`src/rtl/assert_macros.svh`:
```
// Assertion macros used by the top-level RTL file.
`ifndef ASSERT_MACROS_SVH
`define ASSERT_MACROS_SVH
`ifndef SYNTHESIS
`define ASSERT_IMPL(label, ante, cons) \
  label: assert property (@(posedge clk) disable iff (!rst_n) (ante) |-> (cons)) \
    else $error("assertion failed");
`define ASSERT_NEXT(label, ante, cons) \
  label: assert property (@(posedge clk) disable iff (!rst_n) (ante) |=> (cons)) \
    else $error("assertion failed");
`else
`define ASSERT_IMPL(label, ante, cons)
`define ASSERT_NEXT(label, ante, cons)
`endif
`endif

```
`src/rtl/m6502x_pkg.sv`:
```
// Package with the operation codes, flag positions and result types of the execute unit.
package m6502x_pkg;
  typedef enum logic [5:0] {
    OP_ADC = 6'd0, OP_AND = 6'd1, OP_ASL = 6'd2, OP_BCC = 6'd3, OP_BCS = 6'd4,
    OP_BEQ = 6'd5, OP_BIT = 6'd6, OP_BMI = 6'd7, OP_BNE = 6'd8, OP_BPL = 6'd9,
    OP_BRK = 6'd10, OP_BVC = 6'd11, OP_BVS = 6'd12, OP_CLC = 6'd13, OP_CLD = 6'd14,
    OP_CLI = 6'd15, OP_CLV = 6'd16, OP_CMP = 6'd17, OP_CPX = 6'd18, OP_CPY = 6'd19,
    OP_DEC = 6'd20, OP_DEX = 6'd21, OP_DEY = 6'd22, OP_EOR = 6'd23, OP_INC = 6'd24,
    OP_INX = 6'd25, OP_INY = 6'd26, OP_JMP = 6'd27, OP_JSR = 6'd28, OP_LDA = 6'd29,
    OP_LDX = 6'd30, OP_LDY = 6'd31, OP_LSR = 6'd32, OP_NOP = 6'd33, OP_ORA = 6'd34,
    OP_PHA = 6'd35, OP_PHP = 6'd36, OP_PLA = 6'd37, OP_PLP = 6'd38, OP_ROL = 6'd39,
    OP_ROR = 6'd40, OP_RTI = 6'd41, OP_RTS = 6'd42, OP_SBC = 6'd43, OP_SEC = 6'd44,
    OP_SED = 6'd45, OP_SEI = 6'd46, OP_STA = 6'd47, OP_STX = 6'd48, OP_STY = 6'd49,
    OP_TAX = 6'd50, OP_TAY = 6'd51, OP_TSX = 6'd52, OP_TXA = 6'd53, OP_TXS = 6'd54,
    OP_TYA = 6'd55, OP_NOPP = 6'd56, OP_IRQ = 6'd57, OP_NMI = 6'd58, OP_RST = 6'd59,
    OP_ILL = 6'd60, OP_X61 = 6'd61, OP_X62 = 6'd62, OP_X63 = 6'd63
  } op_t;

  localparam int FL_C = 0;
  localparam int FL_Z = 1;
  localparam int FL_I = 2;
  localparam int FL_D = 3;
  localparam int FL_B = 4;
  localparam int FL_U = 5;
  localparam int FL_V = 6;
  localparam int FL_N = 7;

  localparam logic [7:0]  SP_RESET    = 8'hFD;
  localparam logic [7:0]  FLAGS_RESET = 8'h20;
  localparam logic [15:0] STACK_BASE  = 16'h0100;
  localparam logic [3:0]  CYC_IRQ     = 4'd7;
  localparam logic [3:0]  CYC_NMI     = 4'd8;

  // Architectural registers.
  typedef struct packed {
    logic [7:0] a;
    logic [7:0] x;
    logic [7:0] y;
    logic [7:0] sp;
    logic [7:0] p;
  } regs_t;

  // Everything one instruction produces.
  typedef struct packed {
    regs_t       regs;
    logic [15:0] pc;
    logic [3:0]  cyc;
    logic        pen;
    logic [1:0]  nwr;
    logic [15:0] wa0;
    logic [15:0] wa1;
    logic [15:0] wa2;
    logic [7:0]  wd0;
    logic [7:0]  wd1;
    logic [7:0]  wd2;
  } exec_t;

  // Payload of one input item.
  typedef struct packed {
    logic [5:0]  op;
    logic        accumulator_mode;
    logic [7:0]  operand;
    logic [15:0] effective_address;
    logic [15:0] branch_offset;
    logic [15:0] pc_next;
    logic [7:0]  read_first;
    logic [7:0]  read_second;
    logic [7:0]  read_third;
  } in_item_t;

  // Payload of one result item.
  typedef struct packed {
    logic        write_enable;
    logic [15:0] write_address;
    logic [7:0]  write_data;
    logic [15:0] pc_out;
    logic [7:0]  acc_out;
    logic [7:0]  x_out;
    logic [7:0]  y_out;
    logic [7:0]  sp_out;
    logic [7:0]  status_out;
    logic [3:0]  cycle_note;
    logic        page_penalty_ok;
    logic        last;
  } out_item_t;
endpackage

```
`src/rtl/m6502x_if.sv`:
```
// Valid/ready channel interfaces for the execute unit.
interface m6502x_in_if;
  import m6502x_pkg::*;
  logic     valid;
  logic     ready;
  in_item_t data;
  modport source (output valid, output data, input ready);
  modport sink (input valid, input data, output ready);
endinterface

interface m6502x_out_if;
  import m6502x_pkg::*;
  logic      valid;
  logic      ready;
  out_item_t data;
  modport source (output valid, output data, input ready);
  modport sink (input valid, input data, output ready);
endinterface

```
`src/rtl/m6502x_alu.sv`:
```
// Combinational execution of one instruction against the current registers.
module m6502x_alu (
  input  m6502x_pkg::in_item_t itm,
  input  m6502x_pkg::regs_t    cur,
  output m6502x_pkg::exec_t    res
);
  import m6502x_pkg::*;

  logic [8:0]  sum;
  logic [7:0]  addm, src, sh, nz_v, pcn1_lo;
  logic        take, is_br, setnz, irq_go;
  logic [15:0] tgt, pc1, pcm1;
  logic [7:0]  p;
  op_t         op;

  always_comb begin
    op    = op_t'(itm.op);
    res   = '0;
    res.regs = cur;
    res.pc   = itm.pc_next;
    p     = cur.p;
    addm  = (op == OP_SBC) ? ~itm.operand : itm.operand;
    sum   = {1'b0, cur.a} + {1'b0, addm} + {8'd0, cur.p[FL_C]};
    src   = itm.accumulator_mode ? cur.a : itm.operand;
    sh    = '0;
    take  = 1'b0;
    is_br = 1'b0;
    setnz = 1'b0;
    nz_v  = '0;
    pc1   = itm.pc_next + 16'd1;
    pcm1  = itm.pc_next - 16'd1;
    pcn1_lo = '0;
    tgt   = itm.pc_next + itm.branch_offset;
    irq_go = 1'b0;
    case (op)
      OP_ADC, OP_SBC: begin
        res.regs.a = sum[7:0];
        p[FL_C] = sum[8];
        p[FL_V] = ~(cur.a[7] ^ addm[7]) & (cur.a[7] ^ sum[7]);
        nz_v = sum[7:0]; setnz = 1'b1; res.pen = 1'b1;
      end
      OP_AND: begin
        res.regs.a = cur.a & itm.operand; nz_v = res.regs.a; setnz = 1'b1; res.pen = 1'b1;
      end
      OP_EOR: begin
        res.regs.a = cur.a ^ itm.operand; nz_v = res.regs.a; setnz = 1'b1; res.pen = 1'b1;
      end
      OP_ORA: begin
        res.regs.a = cur.a | itm.operand; nz_v = res.regs.a; setnz = 1'b1; res.pen = 1'b1;
      end
      OP_ASL, OP_LSR, OP_ROL, OP_ROR: begin
        case (op)
          OP_ASL: begin sh = {src[6:0], 1'b0}; p[FL_C] = src[7]; end
          OP_LSR: begin sh = {1'b0, src[7:1]}; p[FL_C] = src[0]; end
          OP_ROL: begin sh = {src[6:0], cur.p[FL_C]}; p[FL_C] = src[7]; end
          default: begin sh = {cur.p[FL_C], src[7:1]}; p[FL_C] = src[0]; end
        endcase
        nz_v = sh; setnz = 1'b1;
        if (itm.accumulator_mode) begin
          res.regs.a = sh;
        end else begin
          res.nwr = 2'd1; res.wa0 = itm.effective_address; res.wd0 = sh;
        end
      end
      OP_BCC: begin is_br = 1'b1; take = ~cur.p[FL_C]; end
      OP_BCS: begin is_br = 1'b1; take = cur.p[FL_C]; end
      OP_BEQ: begin is_br = 1'b1; take = cur.p[FL_Z]; end
      OP_BMI: begin is_br = 1'b1; take = cur.p[FL_N]; end
      OP_BNE: begin is_br = 1'b1; take = ~cur.p[FL_Z]; end
      OP_BPL: begin is_br = 1'b1; take = ~cur.p[FL_N]; end
      OP_BVC: begin is_br = 1'b1; take = ~cur.p[FL_V]; end
      OP_BVS: begin is_br = 1'b1; take = cur.p[FL_V]; end
      OP_BIT: begin
        p[FL_Z] = ((cur.a & itm.operand) == 8'd0);
        p[FL_N] = itm.operand[7];
        p[FL_V] = itm.operand[6];
      end
      OP_BRK: begin
        res.nwr = 2'd3;
        res.wa0 = STACK_BASE | {8'd0, cur.sp};          res.wd0 = pc1[15:8];
        res.wa1 = STACK_BASE | {8'd0, cur.sp - 8'd1};   res.wd1 = pc1[7:0];
        res.wa2 = STACK_BASE | {8'd0, cur.sp - 8'd2};
        res.wd2 = cur.p | 8'h30;
        res.regs.sp = cur.sp - 8'd3;
        p[FL_I] = 1'b1;
        res.pc = {itm.read_second, itm.read_first};
      end
      OP_CLC: p[FL_C] = 1'b0;
      OP_CLD: p[FL_D] = 1'b0;
      OP_CLI: p[FL_I] = 1'b0;
      OP_CLV: p[FL_V] = 1'b0;
      OP_SEC: p[FL_C] = 1'b1;
      OP_SED: p[FL_D] = 1'b1;
      OP_SEI: p[FL_I] = 1'b1;
      OP_CMP, OP_CPX, OP_CPY: begin
        case (op)
          OP_CMP:  sh = cur.a;
          OP_CPX:  sh = cur.x;
          default: sh = cur.y;
        endcase
        p[FL_C] = (sh >= itm.operand);
        nz_v = sh - itm.operand; setnz = 1'b1; res.pen = 1'b1;
      end
      OP_DEC, OP_INC: begin
        sh = (op == OP_DEC) ? itm.operand - 8'd1 : itm.operand + 8'd1;
        res.nwr = 2'd1; res.wa0 = itm.effective_address; res.wd0 = sh;
        nz_v = sh; setnz = 1'b1;
      end
      OP_DEX: begin res.regs.x = cur.x - 8'd1; nz_v = res.regs.x; setnz = 1'b1; end
      OP_DEY: begin res.regs.y = cur.y - 8'd1; nz_v = res.regs.y; setnz = 1'b1; end
      OP_INX: begin res.regs.x = cur.x + 8'd1; nz_v = res.regs.x; setnz = 1'b1; end
      OP_INY: begin res.regs.y = cur.y + 8'd1; nz_v = res.regs.y; setnz = 1'b1; end
      OP_JMP: res.pc = itm.effective_address;
      OP_JSR: begin
        res.nwr = 2'd2;
        res.wa0 = STACK_BASE | {8'd0, cur.sp};        res.wd0 = pcm1[15:8];
        res.wa1 = STACK_BASE | {8'd0, cur.sp - 8'd1}; res.wd1 = pcm1[7:0];
        res.regs.sp = cur.sp - 8'd2;
        res.pc = itm.effective_address;
      end
      OP_LDA: begin res.regs.a = itm.operand; nz_v = itm.operand; setnz = 1'b1; res.pen = 1'b1; end
      OP_LDX: begin res.regs.x = itm.operand; nz_v = itm.operand; setnz = 1'b1; res.pen = 1'b1; end
      OP_LDY: begin res.regs.y = itm.operand; nz_v = itm.operand; setnz = 1'b1; res.pen = 1'b1; end
      OP_NOPP: res.pen = 1'b1;
      OP_PHA: begin
        res.nwr = 2'd1; res.wa0 = STACK_BASE | {8'd0, cur.sp}; res.wd0 = cur.a;
        res.regs.sp = cur.sp - 8'd1;
      end
      OP_PHP: begin
        res.nwr = 2'd1; res.wa0 = STACK_BASE | {8'd0, cur.sp}; res.wd0 = cur.p | 8'h30;
        res.regs.sp = cur.sp - 8'd1;
      end
      OP_PLA: begin
        res.regs.sp = cur.sp + 8'd1; res.regs.a = itm.read_first;
        nz_v = itm.read_first; setnz = 1'b1;
      end
      OP_PLP: begin
        res.regs.sp = cur.sp + 8'd1;
        p = (itm.read_first & 8'hEF) | 8'h20;
      end
      OP_RTI: begin
        res.regs.sp = cur.sp + 8'd3;
        p = (itm.read_first & 8'hEF) | 8'h20;
        res.pc = {itm.read_third, itm.read_second};
      end
      OP_RTS: begin
        res.regs.sp = cur.sp + 8'd2;
        res.pc = {itm.read_second, itm.read_first} + 16'd1;
      end
      OP_STA: begin res.nwr = 2'd1; res.wa0 = itm.effective_address; res.wd0 = cur.a; end
      OP_STX: begin res.nwr = 2'd1; res.wa0 = itm.effective_address; res.wd0 = cur.x; end
      OP_STY: begin res.nwr = 2'd1; res.wa0 = itm.effective_address; res.wd0 = cur.y; end
      OP_TAX: begin res.regs.x = cur.a; nz_v = cur.a; setnz = 1'b1; end
      OP_TAY: begin res.regs.y = cur.a; nz_v = cur.a; setnz = 1'b1; end
      OP_TSX: begin res.regs.x = cur.sp; nz_v = cur.sp; setnz = 1'b1; end
      OP_TXA: begin res.regs.a = cur.x; nz_v = cur.x; setnz = 1'b1; end
      OP_TXS: res.regs.sp = cur.x;
      OP_TYA: begin res.regs.a = cur.y; nz_v = cur.y; setnz = 1'b1; end
      OP_IRQ, OP_NMI: begin
        irq_go = (op == OP_NMI) || !cur.p[FL_I];
        if (irq_go) begin
          res.nwr = 2'd3;
          res.wa0 = STACK_BASE | {8'd0, cur.sp};        res.wd0 = itm.pc_next[15:8];
          res.wa1 = STACK_BASE | {8'd0, cur.sp - 8'd1}; res.wd1 = itm.pc_next[7:0];
          res.wa2 = STACK_BASE | {8'd0, cur.sp - 8'd2};
          res.wd2 = (cur.p & 8'hEF) | 8'h20;
          res.regs.sp = cur.sp - 8'd3;
          p = p | 8'h24;
          res.pc = {itm.read_second, itm.read_first};
          res.cyc = (op == OP_IRQ) ? CYC_IRQ : CYC_NMI;
        end
      end
      OP_RST: begin
        res.regs = '{a: 8'd0, x: 8'd0, y: 8'd0, sp: SP_RESET, p: FLAGS_RESET};
        p = FLAGS_RESET;
        res.pc = {itm.read_second, itm.read_first};
        res.cyc = CYC_NMI;
      end
      default: ;
    endcase
    // Branch target and its page-crossing note.
    if (is_br && take) begin
      res.pc  = tgt;
      res.cyc = (tgt[15:8] != itm.pc_next[15:8]) ? 4'd2 : 4'd1;
    end
    if (setnz) begin
      p[FL_Z] = (nz_v == 8'd0);
      p[FL_N] = nz_v[7];
    end
    pcn1_lo = p;
    res.regs.p = pcn1_lo;
  end
endmodule

```
`src/rtl/mos6502_instruction_execute_unit.sv`:
```
// Top level of the 6502 instruction execute unit.
// One instruction item is accepted per cycle while the result side keeps up and the
// held item has at most one write; the registers update at acceptance and the result
// register then delivers one result item per memory write (one to three, or one
// without a write), one per cycle while the receiver is ready. A new instruction is
// accepted only as the last result item of the held one is taken, so an item with
// several writes holds off the input until all its result items have gone.
`include "assert_macros.svh"
module mos6502_instruction_execute_unit (
  input logic               clk,
  input logic               rst_n,
  m6502x_in_if.sink         in_ch,
  m6502x_out_if.source      out_ch
);
  import m6502x_pkg::*;

  regs_t      regs_r;
  exec_t      ex, hold_r;
  logic       busy_r;
  logic [1:0] idx_r;
  logic [1:0] cnt;
  logic       last_now, in_acc;
  out_item_t  o;

  m6502x_alu u_alu (.itm(in_ch.data), .cur(regs_r), .res(ex));

  // Number of result items in the held item.
  assign cnt      = (hold_r.nwr == 2'd0) ? 2'd1 : hold_r.nwr;
  assign last_now = (idx_r == cnt - 2'd1);
  assign in_ch.ready = !busy_r || (out_ch.ready && last_now);
  assign in_acc   = in_ch.valid && in_ch.ready;

  // Architectural registers and result sequencer.
  always_ff @(posedge clk) begin
    if (!rst_n) begin
      regs_r <= '{a: 8'd0, x: 8'd0, y: 8'd0, sp: SP_RESET, p: FLAGS_RESET};
      busy_r <= 1'b0;
      idx_r  <= '0;
    end else begin
      if (in_acc) begin
        regs_r <= ex.regs;
        busy_r <= 1'b1;
        idx_r  <= '0;
      end else if (busy_r && out_ch.ready) begin
        if (last_now) busy_r <= 1'b0;
        else idx_r <= idx_r + 2'd1;
      end
    end
  end

  always_ff @(posedge clk) begin
    if (in_acc) hold_r <= ex;
  end

  // Result item selection.
  always_comb begin
    o = '0;
    o.write_enable = (hold_r.nwr != 2'd0);
    case (idx_r)
      2'd0: begin o.write_address = hold_r.wa0; o.write_data = hold_r.wd0; end
      2'd1: begin o.write_address = hold_r.wa1; o.write_data = hold_r.wd1; end
      default: begin o.write_address = hold_r.wa2; o.write_data = hold_r.wd2; end
    endcase
    if (!o.write_enable) begin
      o.write_address = '0; o.write_data = '0;
    end
    o.pc_out = hold_r.pc;
    o.acc_out = hold_r.regs.a;
    o.x_out = hold_r.regs.x;
    o.y_out = hold_r.regs.y;
    o.sp_out = hold_r.regs.sp;
    o.status_out = hold_r.regs.p;
    o.cycle_note = hold_r.cyc;
    o.page_penalty_ok = hold_r.pen;
    o.last = last_now;
  end

  assign out_ch.valid = busy_r;
  assign out_ch.data  = o;

  // Checks on the sequencer.
  `ASSERT_IMPL(a_idx_range, busy_r, idx_r < cnt)
  `ASSERT_IMPL(a_u_set, 1'b1, regs_r.p[FL_U])
  `ASSERT_NEXT(a_step, busy_r && out_ch.ready && !last_now && !in_acc, busy_r)
endmodule

```
`src/flat_wrapper.sv`:
```
// flat-port wrapper written by rule: the top's interface ports become plain ports
module mos6502_instruction_execute_unit_flat import m6502x_pkg::*;
  (clk, rst_n, in_ch_valid, in_ch_data, in_ch_ready, out_ch_valid, out_ch_data, out_ch_ready);
  m6502x_in_if in_ch_i ();
  m6502x_out_if out_ch_i ();
  input logic clk;
  input logic rst_n;
  input wire logic [$bits(in_ch_i.valid)-1:0] in_ch_valid;
  input wire logic [$bits(in_ch_i.data)-1:0] in_ch_data;
  output wire logic [$bits(in_ch_i.ready)-1:0] in_ch_ready;
  output wire logic [$bits(out_ch_i.valid)-1:0] out_ch_valid;
  output wire logic [$bits(out_ch_i.data)-1:0] out_ch_data;
  input wire logic [$bits(out_ch_i.ready)-1:0] out_ch_ready;
  assign in_ch_i.valid = in_ch_valid;
  assign in_ch_i.data = in_ch_data;
  assign in_ch_ready = in_ch_i.ready;
  assign out_ch_valid = out_ch_i.valid;
  assign out_ch_data = out_ch_i.data;
  assign out_ch_i.ready = out_ch_ready;
  mos6502_instruction_execute_unit u_core (.clk(clk), .rst_n(rst_n), .in_ch(in_ch_i), .out_ch(out_ch_i));
endmodule
```
`config.mk`:
```
export PLATFORM = sky130hd
export DESIGN_NAME = mos6502_instruction_execute_unit_flat
export DESIGN_NICKNAME = d
export VERILOG_FILES = /design/src/rtl/m6502x_pkg.sv /design/src/rtl/m6502x_if.sv /design/src/rtl/m6502x_alu.sv /design/src/rtl/mos6502_instruction_execute_unit.sv /design/src/flat_wrapper.sv
export VERILOG_INCLUDE_DIRS = /design/src /design/src/rtl
export SDC_FILE = /design/constraint.sdc
export NUM_CORES = 1
export LEC_CHECK = 0
export BUFFER_PORTS_ARGS = -buffer_cell sky130_fd_sc_hd__clkbuf_2
export CAP_MARGIN = 40
export CORE_UTILIZATION = 35
export DETAILED_ROUTE_END_ITERATION = 7
export PLACE_DENSITY = 0.52
export SETUP_SLACK_MARGIN = 0.2
export SLEW_MARGIN = 20
export SYNTH_ARGS = -nofsm -noshare
export SYNTH_HDL_FRONTEND = slang
export SYNTH_SLANG_ARGS = --single-unit
```
`constraint.sdc`:
```
create_clock -name clk -period 6.95 [get_ports clk]
set_clock_uncertainty 0.2 [all_clocks]
set_input_delay 0.695 -clock clk [delete_from_list [all_inputs] [get_ports clk]]
set_output_delay 0.695 -clock clk [all_outputs]
set_load 0.005 [all_outputs]
```
## After elaboration in Yosys (flattened, before gate mapping)

Index checks and enable logic that the tools add are counted.

| storage, ports and cells | value |
|---|---|
| bits in registers | 178 |
| bits in latches | 0 |
| bits in writable memories | 0 |
| memory bits (read-only) | 0 |
| input port bits | 91 |
| output and inout port bits | 89 |
| logic and storage cells | 212 |
| memories | 0 |

| operators by class | value |
|---|---|
| $add $sub $neg | 21 |
| $mul | 0 |
| div/mod/pow operators | 0 |
| order comparisons | 1 |
| equal/unequal tests | 61 |
| shift operators | 0 |
| muxes and demuxes | 49 |
| bitwise gates (word level) | 14 |
| reduce and logical (&&, ||, !) cells | 44 |

Operators with widths:

| kind | number |
|---|---|
| 6-bit == test, second input constant | 27 |
| 8-bit case mux with 9 select lines | 2 |
| 8-bit case mux with 17 select lines | 1 |
| 18-bit case mux with 6 select lines | 1 |
| 6-bit by 5-bit == test with 1-bit output, second input constant | 16 |
| 16-bit case mux with 5 select lines | 1 |
| 8-bit case mux with 10 select lines | 1 |
| 74-bit 2-to-1 mux | 1 |
| 16-bit case mux with 2 select lines | 2 |
| 8-bit 2-to-1 mux | 7 |
| 6-bit by 4-bit == test with 1-bit output, second input constant | 8 |
| 24-bit case mux with 2 select lines | 1 |
| 8-bit case mux with 3 select lines | 2 |
| 8-bit case mux with 6 select lines | 1 |
| 20-bit 2-to-1 mux | 2 |
| 8-bit case mux with 5 select lines | 1 |
| 2-bit OR reduction | 18 |
| 16-bit by 1-bit adder with 16-bit output, second input constant | 2 |
| 8-bit by 1-bit adder with 8-bit output, second input constant | 4 |
| 8-bit case mux with 2 select lines | 2 |
| 8-bit by 1-bit subtractor with 8-bit output, second input constant | 4 |
| 27-bit OR reduction | 1 |
| 6-bit by 3-bit == test with 1-bit output, second input constant | 4 |
| 24-bit 2-to-1 mux | 1 |
| 46 further kinds | 80 |

## Depth between registers and ports, before layout

| depth | value |
|---|---|
| depth in word-level cells | 9 |
| gate-level depth with buffers | 19 |
| gate-level depth less buffers | 15 |

## By module

A second synthesis with hierarchy kept.

| second synthesis, totals | value |
|---|---|
| cells, all modules | 1869 |
| area total of the unflattened synthesis | 15642.5 um2 |

By module, submodules not included:

| module | times used | cells an instance | area each (um2) | seq. area each (um2) |
|---|---|---|---|---|
| m6502x_alu | 1 | 1378 | 8788.4 | 0.0 |
| mos6502_instruction_execute_unit | 1 | 491 | 6854.1 | 4914.7 |

## Worst setup path after synthesis

No wires, ideal clock.

| timing | value |
|---|---|
| path kind | in2reg |
| start | input port out_ch_ready |
| end | register u_core.hold_r[0] (netlist name), enable pin |
| setup time | 531 ps |
| data arrival time | 4800 ps |
| data required time | 6219 ps |
| setup slack | 1419 ps |
| stages | 5 |
| buffers on the path | 1 |
| cells stage by stage | inv_1 -> o21ai_0 -> nand2_1 -> inv_1 -> clkbuf_1 |

| between the ends | value |
|---|---|
| cells in the longest elaborated chain, start to end | 3 |

Ends and longest elaborated chain:

| element | RTL line | source |
|---|---|---|
| start: declaration | flat_wrapper.sv:13 | `input wire logic [$bits(out_ch_i.ready)-1:0] out_ch_ready;` |
| 1-bit logical AND | mos6502_instruction_execute_unit.sv:30 | `assign in_ch.ready = !busy_r \|\| (out_ch.ready && last_now);` |
| 1-bit logical OR | mos6502_instruction_execute_unit.sv:30 |  |
| net in_ch_ready | flat_wrapper.sv:10 | `output wire logic [$bits(in_ch_i.ready)-1:0] in_ch_ready;` |
| 1-bit logical AND | mos6502_instruction_execute_unit.sv:31 | `assign in_acc = in_ch.valid && in_ch.ready;` |
| net u_core.in_acc | mos6502_instruction_execute_unit.sv:22 | `logic last_now, in_acc;` |
| end signal: assignment | mos6502_instruction_execute_unit.sv:52 | `if (in_acc) hold_r <= ex;` |
| end: declaration | mos6502_instruction_execute_unit.sv:18 | `exec_t ex, hold_r;` |

The timed path passes the listed nets, and every way through them passes these cells.
A chain may end at the register's enable or synchronous reset.

## Final worst setup path

| timing | value |
|---|---|
| start | input port in_ch_data[81] |
| end | register u_core.regs_r[1] (netlist name) |

| between the ends | value |
|---|---|
| cells in the longest elaborated chain, start to end | 7 |
| elaborated cells on any way between the ends | 55 |
| those cells by class | 3 x add/sub; 32 x eq/ne; 9 x mux; 11 x reduce/logical |

Ends and longest elaborated chain:

| element | RTL line | source |
|---|---|---|
| start: declaration | flat_wrapper.sv:9 | `input wire logic [$bits(in_ch_i.data)-1:0] in_ch_data;` |
| 6-bit == test / 6-bit by 5-bit == test with 1-bit output (equally long branches) | m6502x_alu.sv:22, m6502x_alu.sv:35, m6502x_alu.sv:96 |  |
| 8-bit 2-to-1 mux / 8-bit case mux with 2 select lines (equally long branches) | m6502x_alu.sv:22, m6502x_alu.sv:96 |  |
| 8-bit by 8-bit adder with 9-bit output / 8-bit 2-to-1 mux (equally long branches) | m6502x_alu.sv:23, m6502x_alu.sv:35 |  |
| 9-bit by 1-bit adder with 9-bit output / 8-bit subtractor (equally long branches) | m6502x_alu.sv:23, m6502x_alu.sv:102 |  |
| 8-bit case mux with 17 select lines | m6502x_alu.sv:35 | `case (op)` |
| 8-bit zero test | m6502x_alu.sv:187 | `p[FL_Z] = (nz_v == 8'd0);` |
| 1-bit 2-to-1 mux (*) | m6502x_alu.sv:186 | `if (setnz) begin` |
| end signal: assignment | mos6502_instruction_execute_unit.sv:36 | `regs_r <= '{a: 8'd0, x: 8'd0, y: 8'd0, sp: SP_RESET, p: FLAGS_RESET};` |
| end signal: assignment | mos6502_instruction_execute_unit.sv:41 | `regs_r <= ex.regs;` |
| end: declaration | mos6502_instruction_execute_unit.sv:17 | `regs_t regs_r;` |

Every way passes the cells marked *; elsewhere a longest branch is shown, timed or not. The select of a mux whose other input is x is not followed.

==> impl_metrics.toml <==
[status]
status = "complete, no violations"

[critical_path]
slowest_stage = "a2111oi_1"
critPathMaxFanout = 32
start_kind = "input port"
critPathTopFamily = "compound AO/OA/AOI/OAI gates"
worst_ep_arrival_time_ns = 5.20
path_buf_inv = 3
ff2ff_setup_slack_ns = 2.71
critPathKind = "in -> reg"
timing.critical_path.mode_cell = "fa_1"
cp_cell_sequence = "clkbuf_2, nand2_1, nor3_2, buf_4, xnor2_1, fa_1, inv_1, fa_1, a21o_1, a211oi_1, nor3_1, a2111oi_1, nand4_1, nor4_1, o2111ai_1, o41ai_2"
end_kind = "flip-flop"
cp_slowest_stage_delay_ns = 0.69
crit_required_ns = 7.14

[grt]
grt_pass1_wl_um = 98500
overflow = 0
antenna_found_initial = 0
grt_max_degree = 90
first_global_vias = 14800
grt_use_total_pct = 30.5

[timing]
setup_violations = 0
tns_ns = 0
rsz0062_at_grt = "false"
period_share_pct = 72.1
hold_violations = 0
slew_violations = 0
period_needed_ns = 5.01
max_slew_margin_pct = 23.2
fin_ws_ns = 1.94
worst_pin_slew_ns = 1.15
clock.fmax_mhz = 200

[cts]
clk_pin_slew_ns = 0.07
cts-root-buf = "clkbuf_16"
clkSinkCount = 163
clockBufferDepth = 2
clock_latency_ns = 0.49
htreeDepth = 4
postCtsSetupRepairBufs = 0
cts_resized = 0
cts_buffers = 17
holdBufCountCts = 0
tritoncts = "yes"

[final_layout]
final_common_cell = "nand2_1"
multi_input_area_mm2 = 0.00931
nets = 2091
area_growth_pct = 10.6
most-common-layout-cells = "nand2_1, clkbuf_2, nor2_1, a21oi_1, edfxtp_1"
regArea_mm2 = 0.00446
insertedDiodeCount = 0
fill_cells = 4381
drive_gt1_share_pct = 15.7

[detailed_routing]
drc_errors = 0
drt_wl_total_um = 67800
drtAntennaViolNets = 0
detail_route.iter0.violations = 1975
routed_via_density = 6.45
wl_per_cell_um = 27.4
route.vias.total = 16000
firstDrtPassIters = 7

[floorplan]
core_mm2 = 0.0422
ioPinCount = 180
die_h_um = 210
die_width_um = 210
dieArea_mm2 = 0.0439
row_count = 75
start_util_pct = 35.7

[hold_path]
hp-class = "reg -> reg"

[place]
pre_cts_slack_ns = 1.49
port-buffer-count = 179
dpl.hpwl_um = 50000
gp_congestion = 0.983

[synthesis]
synth_edf_count = 120
yosysWarningCount = 0
avgSynthCellArea_um2 = 8.08
ys.flop_type = "edfxtp_1"
syn_area_mm2 = 0.0151
synth_cell_types = 92
syn_nets = 2034
synthCells = 1866
ys_seq_elements = 163
synthArstFlopShare_pct = 0
seq_area_frac_synth_pct = 29.6

[pwr]
p_leak_nw = 6.49
vdd_ir_drop_max_mv = 0.165
p_per_area_mw_per_mm2 = 181

[run]
cap_violations = 0
## cell families (layout without fill, tap and decap cells)
logic type                 after synthesis  in the layout  share of synthesized area (%)
buffers and inverters                  263            333                           8.74
xor gates and xnor gates                71             71                           4.51
and+or+nand+nor                        703            703                           22.8
DFF                                    163            163                           29.6
AOI/OAI and AO/OA                      574            574                           26.6
adders and majority gates               77             77                           6.69
muxes                                   15             15                           1.09
## cell type report
| cell class | instances | area share [%] |
|---|---|---|
| clock buffer | 20 | 2.68 |
| sequential | 163 | 26.8 |
| clock inverter | 12 | 1.01 |
| tap | 539 | 4.04 |
| inverter | 64 | 1.47 |
| timing repair buffer | 237 | 8.24 |
| multi-input combinational | 1440 | 55.8 |
## through the flow
stage	power (mW)	util (%)	hold WS, ns	instance area [um^2]	std cells
after floorplan	1.71	-	0.206	15100	1866
after global placement	1.98	37.7	0.217	15900	2428
after detailed placement	1.99	37.9	0.220	16000	2438
after CTS	3.03	39.4	0.214	16600	2470
after global routing	3.15	39.5	0.251	16700	2475
final	3.03	39.5	0.237	16700	2475
## sequential cells by signal, indices dropped and copies added (netlist names)
signal               flops
u_core.hold_r           59
u_core.out_ch.data      61
u_core.out_ch.valid      1
u_core.regs_r           40
u_core.idx_r             2
## routing by layer
layer,part of all wire (%),vias to the layer above,GRT usage [%]
li1,-,7112,-
met2,43,888,44.8
met4,3.6,0,12.7
met1,44,7826,43.0
met3,9.3,141,6.58
met5,0,-,0
## synthesized netlist by cell type, types with 25 or more instances
cell,count,area [um^2]
ha_1,71,888
buf_2,25,125
o21ai_0,92,460
inv_1,62,233
buf_4,68,510
dfxtp_1,43,861
nand3_1,84,420
nor2_1,169,634
clkbuf_1,94,353
a211oi_1,26,195
edfxtp_1,120,3600
and3_1,31,194
nor3_1,61,305
xnor2_1,43,377
a21oi_1,127,636
a22oi_1,64,480
nand4_1,25,156
nand2_1,184,691
## path summary, 6_finish.rpt
| kind | startpoint | endpoint | depth (start not counted) |
|---|---|---|---|
| hold reg to reg | u_core.regs_r[5] | u_core.regs_r[5] | 1 |
| setup reg to reg | u_core.regs_r[32] | u_core.regs_r[1] | 12 |
| hold / removal | u_core.regs_r[5] | u_core.regs_r[5] | 1 |
| setup / recovery | in_ch_data[81] | u_core.regs_r[1] | 16 |
## where the power goes
group,internal (mW),leakage [nW],switching (mW)
clock,0.581,0.294,0.448
sequential,1.13,1.53,0.0754
combinational,0.286,4.66,0.510
total,1.99,6.49,1.03
(Power assumes the default switching activity.)
